==> config.mk <==
export PLATFORM = sky130hd
export DESIGN_NAME = mig_ctrl
export DESIGN_NICKNAME = d
export VERILOG_FILES = /design/src/rtl/core/mig_pkg.sv /design/src/rtl/core/mig_ctrl.sv
export SDC_FILE = /design/constraint.sdc
export NUM_CORES = 1
export LEC_CHECK = 0
export BUFFER_PORTS_ARGS = -buffer_cell sky130_fd_sc_hd__buf_2
export CAP_MARGIN = 20
export CORE_MARGIN = 10
export CORE_UTILIZATION = 55
export CTS_CLUSTER_SIZE = 40
export DETAILED_ROUTE_END_ITERATION = 10
export PLACE_DENSITY = 0.75
export SKIP_CTS_REPAIR_TIMING = 1
export SYNTH_ARGS = -nofsm -noshare
export SYNTH_HDL_FRONTEND = slang
export SYNTH_SLANG_ARGS = --single-unit
==> constraint.sdc <==
create_clock -name clk -period 3.2 [get_ports clk]
set_clock_uncertainty 0.05 [all_clocks]
set_input_delay 0.64 -clock clk [delete_from_list [all_inputs] [get_ports clk]]
set_output_delay 0.64 -clock clk [all_outputs]
set_load 0.05 [all_outputs]
==> src/rtl/core/mig_pkg.sv <==
// ----------------------------------------------------------------------------
// mig_pkg
// shared constants, datapath command and status types
// ----------------------------------------------------------------------------
package mig_pkg;

	localparam int DATA_W        = 32;
	localparam int CFG_W         = 4;
	localparam int MAX_SIZE_DEF  = 8;
	localparam int FRAC_BITS_DEF = 16;

	localparam logic [CFG_W-1:0] SIZE_RESET = 4'd8;

	// write data source of the matrix memory
	typedef enum logic [2:0] {
		WS_IN   = 3'd0,
		WS_ONE  = 3'd1,
		WS_ZERO = 3'd2,
		WS_A    = 3'd3,
		WS_B    = 3'd4,
		WS_DIV  = 3'd5,
		WS_SUB  = 3'd6
	} wsel_t;

	typedef struct packed {
		logic  rd;
		logic  wr;
		wsel_t wsel;
		logic  mag_load;
		logic  mag_cmp;
		logic  piv_load;
		logic  mult_load;
		logic  mul_en;
		logic  div_start;
		logic  out_zero;
	} cmd_t;

	typedef struct packed {
		logic mag_gt;
		logic piv_zero;
		logic div_done;
	} stat_t;

endpackage

==> src/rtl/core/mig_ctrl.sv <==
// ----------------------------------------------------------------------------
// mig_ctrl
// sequencer for load, pivot search, row swap, normalize, eliminate, output
// ----------------------------------------------------------------------------
module mig_ctrl #(
	parameter int MAX_SIZE = mig_pkg::MAX_SIZE_DEF,
	parameter int AW       = 2 * $clog2(MAX_SIZE) + 1
) (
	input  logic                       clk,
	input  logic                       arst_n,
	input  logic                       cfg_valid,
	input  logic [mig_pkg::CFG_W-1:0]  cfg_data,
	input  logic                       s_tvalid,
	output logic                       s_tready,
	output logic                       m_tvalid,
	input  logic                       m_tready,
	output logic                       m_tlast,
	output logic                       m_tuser,
	output mig_pkg::cmd_t              cmd,
	output logic [AW-1:0]              rd_a_addr,
	output logic [AW-1:0]              rd_b_addr,
	output logic [AW-1:0]              wr_addr,
	input  mig_pkg::stat_t             stat
);
	import mig_pkg::*;

	localparam int RW = $clog2(MAX_SIZE);
	localparam int SW = $clog2(MAX_SIZE + 1);

	typedef enum logic [21:0] {
		S_LOAD     = 22'd1,
		S_INIT     = 22'd2,
		S_SRCH_RD  = 22'd4,
		S_SRCH_EX  = 22'd8,
		S_SWP_RD   = 22'd16,
		S_SWP_W1   = 22'd32,
		S_SWP_W2   = 22'd64,
		S_PIV_RD   = 22'd128,
		S_PIV_EX   = 22'd256,
		S_NRM_RD   = 22'd512,
		S_NRM_DIV  = 22'd1024,
		S_NRM_WAIT = 22'd2048,
		S_ROW      = 22'd4096,
		S_ROW_NX   = 22'd8192,
		S_MUL_RD   = 22'd16384,
		S_MUL_LD   = 22'd32768,
		S_ELM_RD   = 22'd65536,
		S_ELM_MUL  = 22'd131072,
		S_ELM_WR   = 22'd262144,
		S_OUT_RD   = 22'd524288,
		S_OUT_V    = 22'd1048576,
		S_SING     = 22'd2097152
	} state_t;

	state_t           state_q, state_d;
	logic [CFG_W-1:0] size_q;
	logic [SW-1:0]    n_eff;
	logic [RW-1:0]    nm1;
	logic [RW-1:0]    row_q, row_d, col_q, col_d, i_q, i_d, best_q, best_d;
	logic             sel_q, sel_d;
	logic             col_end, row_end, i_end;

	always_comb begin
		if (size_q == '0)
			n_eff = SW'(1);
		else if (int'(size_q) > MAX_SIZE)
			n_eff = SW'(MAX_SIZE);
		else
			n_eff = SW'(size_q);
	end

	assign nm1     = RW'(n_eff - 1'b1);
	assign col_end = col_q == nm1;
	assign row_end = row_q == nm1;
	assign i_end   = i_q == nm1;

	always_comb begin
		state_d   = state_q;
		row_d     = row_q;
		col_d     = col_q;
		i_d       = i_q;
		best_d    = best_q;
		sel_d     = sel_q;
		cmd       = '0;
		cmd.wsel  = WS_IN;
		rd_a_addr = {1'b0, row_q, col_q};
		rd_b_addr = {1'b0, row_q, col_q};
		wr_addr   = {1'b0, row_q, col_q};
		s_tready  = 1'b0;
		m_tvalid  = 1'b0;
		m_tlast   = 1'b0;
		m_tuser   = 1'b0;
		case (state_q)
			S_LOAD: begin
				s_tready = 1'b1;
				if (s_tvalid) begin
					cmd.wr = 1'b1;
					if (col_end) begin
						col_d = '0;
						if (row_end) begin
							row_d   = '0;
							state_d = S_INIT;
						end else begin
							row_d = row_q + 1'b1;
						end
					end else begin
						col_d = col_q + 1'b1;
					end
				end
			end
			S_INIT: begin
				cmd.wr   = 1'b1;
				cmd.wsel = (row_q == col_q) ? WS_ONE : WS_ZERO;
				wr_addr  = {1'b1, row_q, col_q};
				if (col_end) begin
					col_d = '0;
					if (row_end) begin
						row_d   = '0;
						i_d     = '0;
						best_d  = '0;
						state_d = S_SRCH_RD;
					end else begin
						row_d = row_q + 1'b1;
					end
				end else begin
					col_d = col_q + 1'b1;
				end
			end
			S_SRCH_RD: begin
				cmd.rd    = 1'b1;
				rd_a_addr = {1'b0, row_q, i_q};
				state_d   = S_SRCH_EX;
			end
			S_SRCH_EX: begin
				if (row_q == i_q) begin
					cmd.mag_load = 1'b1;
				end else begin
					cmd.mag_cmp = 1'b1;
					if (stat.mag_gt)
						best_d = row_q;
				end
				if (row_end) begin
					col_d = '0;
					sel_d = 1'b0;
					state_d = (best_d != i_q) ? S_SWP_RD : S_PIV_RD;
				end else begin
					row_d   = row_q + 1'b1;
					state_d = S_SRCH_RD;
				end
			end
			S_SWP_RD: begin
				cmd.rd    = 1'b1;
				rd_a_addr = {sel_q, i_q, col_q};
				rd_b_addr = {sel_q, best_q, col_q};
				state_d   = S_SWP_W1;
			end
			S_SWP_W1: begin
				cmd.wr   = 1'b1;
				cmd.wsel = WS_B;
				wr_addr  = {sel_q, i_q, col_q};
				state_d  = S_SWP_W2;
			end
			S_SWP_W2: begin
				cmd.wr   = 1'b1;
				cmd.wsel = WS_A;
				wr_addr  = {sel_q, best_q, col_q};
				state_d  = S_SWP_RD;
				if (col_end) begin
					col_d = '0;
					if (sel_q)
						state_d = S_PIV_RD;
					else
						sel_d = 1'b1;
				end else begin
					col_d = col_q + 1'b1;
				end
			end
			S_PIV_RD: begin
				cmd.rd    = 1'b1;
				rd_a_addr = {1'b0, i_q, i_q};
				state_d   = S_PIV_EX;
			end
			S_PIV_EX: begin
				cmd.piv_load = 1'b1;
				col_d = '0;
				sel_d = 1'b0;
				state_d = stat.piv_zero ? S_SING : S_NRM_RD;
			end
			S_NRM_RD: begin
				cmd.rd    = 1'b1;
				rd_a_addr = {sel_q, i_q, col_q};
				state_d   = S_NRM_DIV;
			end
			S_NRM_DIV: begin
				cmd.div_start = 1'b1;
				state_d       = S_NRM_WAIT;
			end
			S_NRM_WAIT: begin
				wr_addr  = {sel_q, i_q, col_q};
				cmd.wsel = WS_DIV;
				if (stat.div_done) begin
					cmd.wr  = 1'b1;
					state_d = S_NRM_RD;
					if (col_end) begin
						col_d = '0;
						if (sel_q) begin
							row_d   = '0;
							state_d = S_ROW;
						end else begin
							sel_d = 1'b1;
						end
					end else begin
						col_d = col_q + 1'b1;
					end
				end
			end
			S_ROW: begin
				state_d = (row_q == i_q) ? S_ROW_NX : S_MUL_RD;
			end
			S_ROW_NX: begin
				if (row_end) begin
					if (i_end) begin
						row_d   = '0;
						col_d   = '0;
						state_d = S_OUT_RD;
					end else begin
						i_d     = i_q + 1'b1;
						row_d   = i_q + 1'b1;
						best_d  = i_q + 1'b1;
						state_d = S_SRCH_RD;
					end
				end else begin
					row_d   = row_q + 1'b1;
					state_d = S_ROW;
				end
			end
			S_MUL_RD: begin
				cmd.rd    = 1'b1;
				rd_a_addr = {1'b0, row_q, i_q};
				state_d   = S_MUL_LD;
			end
			S_MUL_LD: begin
				cmd.mult_load = 1'b1;
				col_d   = i_q;
				sel_d   = 1'b0;
				state_d = S_ELM_RD;
			end
			S_ELM_RD: begin
				cmd.rd    = 1'b1;
				rd_a_addr = {sel_q, row_q, col_q};
				rd_b_addr = {sel_q, i_q, col_q};
				state_d   = S_ELM_MUL;
			end
			S_ELM_MUL: begin
				cmd.mul_en = 1'b1;
				state_d    = S_ELM_WR;
			end
			S_ELM_WR: begin
				cmd.wr   = 1'b1;
				cmd.wsel = WS_SUB;
				wr_addr  = {sel_q, row_q, col_q};
				state_d  = S_ELM_RD;
				if (col_end) begin
					col_d = '0;
					if (sel_q)
						state_d = S_ROW_NX;
					else
						sel_d = 1'b1;
				end else begin
					col_d = col_q + 1'b1;
				end
			end
			S_OUT_RD: begin
				cmd.rd    = 1'b1;
				rd_a_addr = {1'b1, row_q, col_q};
				state_d   = S_OUT_V;
			end
			S_OUT_V: begin
				m_tvalid = 1'b1;
				m_tlast  = row_end && col_end;
				if (m_tready) begin
					state_d = S_OUT_RD;
					if (col_end) begin
						col_d = '0;
						if (row_end) begin
							row_d   = '0;
							state_d = S_LOAD;
						end else begin
							row_d = row_q + 1'b1;
						end
					end else begin
						col_d = col_q + 1'b1;
					end
				end
			end
			S_SING: begin
				m_tvalid     = 1'b1;
				m_tlast      = 1'b1;
				m_tuser      = 1'b1;
				cmd.out_zero = 1'b1;
				if (m_tready) begin
					row_d   = '0;
					col_d   = '0;
					state_d = S_LOAD;
				end
			end
			default: begin
				state_d = S_LOAD;
			end
		endcase
	end

	always_ff @(posedge clk or negedge arst_n) begin
		if (!arst_n) begin
			state_q <= S_LOAD;
			size_q  <= SIZE_RESET;
			row_q   <= '0;
			col_q   <= '0;
			i_q     <= '0;
			best_q  <= '0;
			sel_q   <= 1'b0;
		end else if (cfg_valid) begin
			// new size drops a partly loaded matrix
			size_q  <= cfg_data;
			state_q <= S_LOAD;
			row_q   <= '0;
			col_q   <= '0;
		end else begin
			state_q <= state_d;
			row_q   <= row_d;
			col_q   <= col_d;
			i_q     <= i_d;
			best_q  <= best_d;
			sel_q   <= sel_d;
		end
	end

endmodule

# After elaboration in Yosys (flattened, before gate mapping)
# Index checks and enable logic that the tools add are counted.
totals:
  register_bits: 39
  input_bits: 12
  out_inout_bits: 37
  wordCells: 163
classes:
  add_sub_neg: 4
  magnitude_cmp: 1
  n_eq_ne: 48
  mux: 80
  bitwise_logic: 1
  reduce_logical: 22
op_table:
  columns: ["op", "count"]
  rows:
  - ["$pmux W22 S22", 1]
  - ["$mux W22", 11]
  - ["$mux W3", 28]
  - ["$mux W20", 3]
  - ["$ne A3 B3 Y1 const B", 14]
  - ["$pmux W7 S5", 1]
  - ["$mux W17", 2]
  - ["$mux W8", 4]
  - ["$pmux W7 S4", 1]
  - ["$pmux W3 S9", 1]
  - ["$mux W13", 2]
  - ["$reduce_and A8 Y1", 3]
  - ["$eq A22 B1 Y1 const B", 1]
  - ["$eq A22 B10 Y1 const B", 1]
  - ["$eq A22 B11 Y1 const B", 1]
  - ["$eq A22 B12 Y1 const B", 1]
  - ["$eq A22 B13 Y1 const B", 1]
  - ["$eq A22 B14 Y1 const B", 1]
  - ["$eq A22 B15 Y1 const B", 1]
  - ["$eq A22 B16 Y1 const B", 1]
  - ["$eq A22 B17 Y1 const B", 1]
  - ["$eq A22 B18 Y1 const B", 1]
  - ["$eq A22 B19 Y1 const B", 1]
  - ["$eq A22 B2 Y1 const B", 1]
  - ["other kinds (41)", 73]

# Depth between registers and ports, before layout
depth:
  ltp_word: 10
  mapped_depth: 11
  mapped_depth_nobuf: 7

# Worst setup path before layout
# No wires, ideal clock.
synth_timing:
  path_type: "register to register"
  start: "register state_q[5]"
  end: "register state_q[19]"
  setup_ns: 0.073
  t_arrival_ns: 3.800
  required_time_ns: 3.077
  path_slack_ns: -0.722
  stages_incl_launch_ff: 11
  path_buffers: 3
  synth_period_minus_slack_ns: 3.922
  cell_sequence: "dfrtp_1 -> buf_2 -> nor4_2 -> buf_4 -> nand3_1 -> nor4b_1 -> nor4_1 -> nand3_1 -> o211ai_2 -> buf_2 -> nor2_1"
synth_via:
  elab_chain_len: 3
  word_cells_on_any_way: 33
  classes_between: "30 x eq/ne; 2 x mux; 1 x reduce/logical"
synth_lines:
  columns: ["item", "line", "source"]
  rows:
  - ["from (decl)", "mig_ctrl.sv:55", "state_t state_q, state_d;"]
  - ["from (signal assigned)", "mig_ctrl.sv:329", "state_q <= state_d;"]
  - ["$eq A22 B22 Y1 (tied with other cells)", "mig_ctrl.sv:93", "case (state_q)"]
  - ["$pmux W22 S22 / $ne A3 B3 Y1 (equally long branches)", null, null]
  - ["$mux W22 / $reduce_and A8 Y1 (equally long branches)", null, null]
# Several ways; a longest one is shown, not always the timed one.
# A chain may end at the register's enable or synchronous reset.

# Worst setup path in the final report
layout_timing:
  start: "register state_q[12]"
  end: "output port wr_addr[5]"
layout_via:
  elab_chain_len: 3
  word_cells_on_any_way: 7
  classes_between: "5 x eq/ne; 1 x mux; 1 x reduce/logical"
layout_lines:
  columns: ["item", "line", "source"]
  rows:
  - ["$eq A22 B12 Y1 / $eq A22 B6 Y1 (equally long branches)", "mig_ctrl.sv:93", null]
  - ["$reduce_or A2 Y1 (no source line)", null, null]
  - ["$pmux W7 S4 (*)", "mig_ctrl.sv:93", null]
  - ["to (decl)", "mig_ctrl.sv:22", "output logic [AW-1:0] wr_addr,"]
# Every way passes the cells marked *; elsewhere a longest branch is shown, timed or not.

==> impl_summary.md <==
Detailed routing
The DRC marker count from the first detailed-route iteration is 411. Summed over all layers, the routed wires come to 13520 um. Dividing the detail-routed wire length by the instance count gives approximately 22 um. The residual DRC count is 0.

The remaining number of nets flagged by the antenna check after routing is 0. The total vias in the final route is 4241. The mean number of vias per cell is 6.796. The first detailed-routing pass took 5 iterations.

Finish
The post-route netlist has 34.73% of its cells at a drive strength greater than 1. The multi-input combinational cells in the finished layout cover a total of 0.002691 mm^2. The number of antenna diodes in the final layout is 0. The net count of the finished layout is 561. Relative to the synthesized area, the layout overhead comes to 26.15%. Registers take 991.0 um^2. The number of fill cells is a little under 500.

Placement
The final weighted congestion of routability-driven global placement is 0.9919. Buffers placed on the I/O ports in this run total 48. At the placement stage, the worst setup path has a slack of 0.1146 ns. The detailed placer's ending HPWL is around 9900 um.

Power
Of the total power, combinational logic draws 49.3%. The worst supply voltage drop on vdd is between 0.3 and 0.4 mV. The share of power burned in the clock network is 21.8%. Power spread over the standard cell area amounts to 434.7 mW/mm^2. The static power due to leakage is 0.002065 uW. Internal power comes to 1153 uW. Sequential cells account for 28.9% of the total power. The fraction of power spent switching nets is 43.76%.

The analysis attributes to net switching a power of ~900 uW.

Die
The die is 102.4 um wide. The die span in y is 102.4 um. For this configuration, the core starts out at a cell density of 57.87%. The region available for standard cell placement spans 0.006459 mm^2. During I/O placement, the number of pins put on the boundary was 49.

The row count is 29. The die covers between 0.01 and 0.015 mm^2.

Yosys
The share of the Yosys chip area taken by registers is roughly a quarter. The synthesized area divided by synthesized cell count is 7.918 um^2. The Yosys step of the flow raised 0 warnings.

After synthesis, the cell types taking the most area are sky130_fd_sc_hd__dfrtp_1 25%, sky130_fd_sc_hd__nand2_1 5.5%, sky130_fd_sc_hd__nor2_1 5.3%, sky130_fd_sc_hd__mux2_2 3.0%, sky130_fd_sc_hd__nand3_1 2.5%. The post-synthesis instance area is 0.003737 mm^2. The number of synthesized flops with an enable pin is 0. In this run, synthesis produced a sequential element count of 39. The number of nets handed over by synthesis was 487. The area fraction of the dominant cell type after synthesis is around a quarter.

The prevailing post-synth register cell is sky130_fd_sc_hd__dfrtp_1. The count of distinct cell types in the synthesized netlist is 74. The synthesized instance count is 472. Of all cell types, the one taking the most synthesized area is sky130_fd_sc_hd__dfrtp_1. The async set or reset register ratio after synthesis is between 90% and 100%.

Critical path
Of all nets on the critical path, the largest fanout is 7. The critical path start-end classification is flop to primary output. The capturing element type of the critical path is a primary output.

The arrival time at the worst endpoint is approximately 2.6 ns. The endpoint required time on the critical path is 2.51 ns. The critical path startpoint category is a flop.

STA
The count of endpoints failing hold in the final timing report is 0. The pin slew with the least headroom to its limit is 0.9569 ns. Headroom to the max-slew limit came out at 36.21%.

The number of slew-limit violations in the final report is 0. Static timing analysis puts the maximum clock frequency at ~310 MHz. The period utilization is 102.3%. Setup repair after global routing could not meet its margin everywhere.

Across all setup checks in the final design, the least slack found is -0.07423 ns. Setup violations remaining at the end of the flow were counted as 10. The post-layout minimum cycle time is 3.274 ns.

The worst-case hold slack is 0.4410 ns.

Run status
The flow ran to the end, but the final reports show violations. The final reports fail on setup timing.

Clock tree
The number of buffers added by the clock tree synthesis step is 5. No sink is reached through more buffers than the 2 on the longest clock path. The number of sinks driven by the clock tree is 39. CTS built an H-tree with a depth of 2. The later pin in the worst-skew pair is clocked with a latency of around 0.3 ns. Clock-pin slew was measured on the worst setup and hold paths at 0.09 ns.

The TritonCTS clock tree is yes. Clock tree synthesis selected as its root buffer the cell sky130_fd_sc_hd__clkbuf_8.

Global route
The first global-routing pass estimated a little under 20000 um of wire. The maximum number of pins on one net before global-route repair is 40. The via count of the first global-routing pass is 3811. The total track usage is 24.00%. Global routing finished with a remaining overflow of 0. The number of antenna violations at the first check in global routing came to 0.

Run
The tool flagged a number of max-cap violations equal to 0.

Worst hold path
The class of the tightest hold or removal check is input port to async pin.
==> worst paths after layout <==
check | from | end | slack [ns] | cells after the start
max | state_q[12]$_DFFE_PN0P_ | wr_addr[5] | -0.07 | 8
min | arst_n | state_q[20]$_DFFE_PN0P_ | 0.44 | 1
max reg2reg | state_q[5]$_DFFE_PN0P_ | state_q[9]$_DFFE_PN0P_ | 0.18 | 10
min reg2reg | best_q[0]$_DFFE_PN0P_ | best_q[0]$_DFFE_PN0P_ | 0.52 | 2
max in group asynchronous | arst_n | state_q[13]$_DFFE_PN0P_ | 2.01 | 1
min in group clk | cfg_data[3] | size_q[3]$_DFFE_PN1P_ | 0.50 | 3
==> metrics by stage <==
step                      utilization (%)  TNS [ns]  instances  instance area [um^2]  power (uW)
after floorplan                         -         0        472                  3751        1253
after global placement              64.78         0        597                  4184        1452
after detailed placement            64.78         0        597                  4184        1461
after CTS                           66.60    -3.297        605                  4302        1904
after global routing                73.00    -1.346        624                  4715        2139
final                               73.00   -0.3859        624                  4715        2049
==> cells by family after synthesis <==
family	Yosys count	share of synthesized area (%)
AOI/OAI and AO/OA	91	18.75
xor gates and xnor gates	18	4.218
adders and majority gates	3	1.004
buffers and inverters	55	6.964
DFF	39	26.18
muxes	13	3.817
and+or+nand+nor	253	39.07
==> registers in the layout, indices dropped and copies added, names as in the netlist <==
signal	count
state_q	22
sel_q	1
col_q	3
row_q	3
size_q	4
best_q	3
i_q	3
==> per-layer routing <==
metal | part of all wire (%) | track usage [%]
met1 | 37 | 28.36
met2 | 48 | 39.25
met3 | 11 | 7.152
met4 | 4.6 | 10.95
met5 | 0 | 0
==> layout make-up <==
type,count,area share (%)
clock buffer,6,1.752
inverter,15,1.194
tap,77,2.044
sequential,39,21.02
clock inverter,2,0.7431
timing repair buffer,107,16.16
multi-input combinational,378,57.09
==> worst max-delay path: stages, from the launching register on <==
cell                      delay [ns]
sky130_fd_sc_hd__dfrtp_2        0.46
sky130_fd_sc_hd__or4_4          0.55
sky130_fd_sc_hd__buf_4          0.20
sky130_fd_sc_hd__nor2_1         0.25
sky130_fd_sc_hd__nand3_1        0.12
sky130_fd_sc_hd__a221o_1        0.39
sky130_fd_sc_hd__nand2_1        0.09
sky130_fd_sc_hd__nand2_1        0.07
sky130_fd_sc_hd__buf_6          0.16
==> cell usage in the layout, fill, tap and decap left out, types with 10 or more instances in the layout <==
cell / n
sky130_fd_sc_hd__xor2_1: 10
sky130_fd_sc_hd__buf_4: 62
sky130_fd_sc_hd__nor4_1: 12
sky130_fd_sc_hd__dfrtp_1: 27
sky130_fd_sc_hd__nor2_1: 48
sky130_fd_sc_hd__nand4_1: 11
sky130_fd_sc_hd__nand2_1: 54
sky130_fd_sc_hd__buf_2: 30
sky130_fd_sc_hd__inv_1: 14
sky130_fd_sc_hd__a21oi_1: 16
sky130_fd_sc_hd__nor3_1: 12
sky130_fd_sc_hd__nand3_1: 18
sky130_fd_sc_hd__dfrtp_2: 10
==> cells in the mapped netlist (all sizes together) (4+ instances only) <==
master / count
mux2: 10
o211ai: 6
a21oi: 17
nor4: 21
nor3: 20
xor2: 10
nand2: 55
a22oi: 9
and2: 4
o21ai: 9
inv: 15
nand3b: 4
a31oi: 7
xnor2: 8
nor2: 53
clkbuf: 20
o32ai: 7
nand3: 19
nand4b: 7
buf: 20
or4: 10
nor4b: 10
dfrtp: 37
nand4: 11
or2: 7
o31ai: 4
nor2b: 6
nand2b: 7
or3: 7
==> power by group through the flow <==
| stage | Combinational (uW) | Sequential, uW | Clock (uW) |
|---|---|---|---|
| after floorplan | 658 | 595 | 0 |
| after global placement | 850 | 602 | 0 |
| after detailed placement | 856 | 605 | 0 |
| after CTS | 858 | 595 | 451 |
| after global routing | 1070 | 596 | 474 |
| final | 1010 | 591 | 447 |
Power figures use the tool's default switching activity.
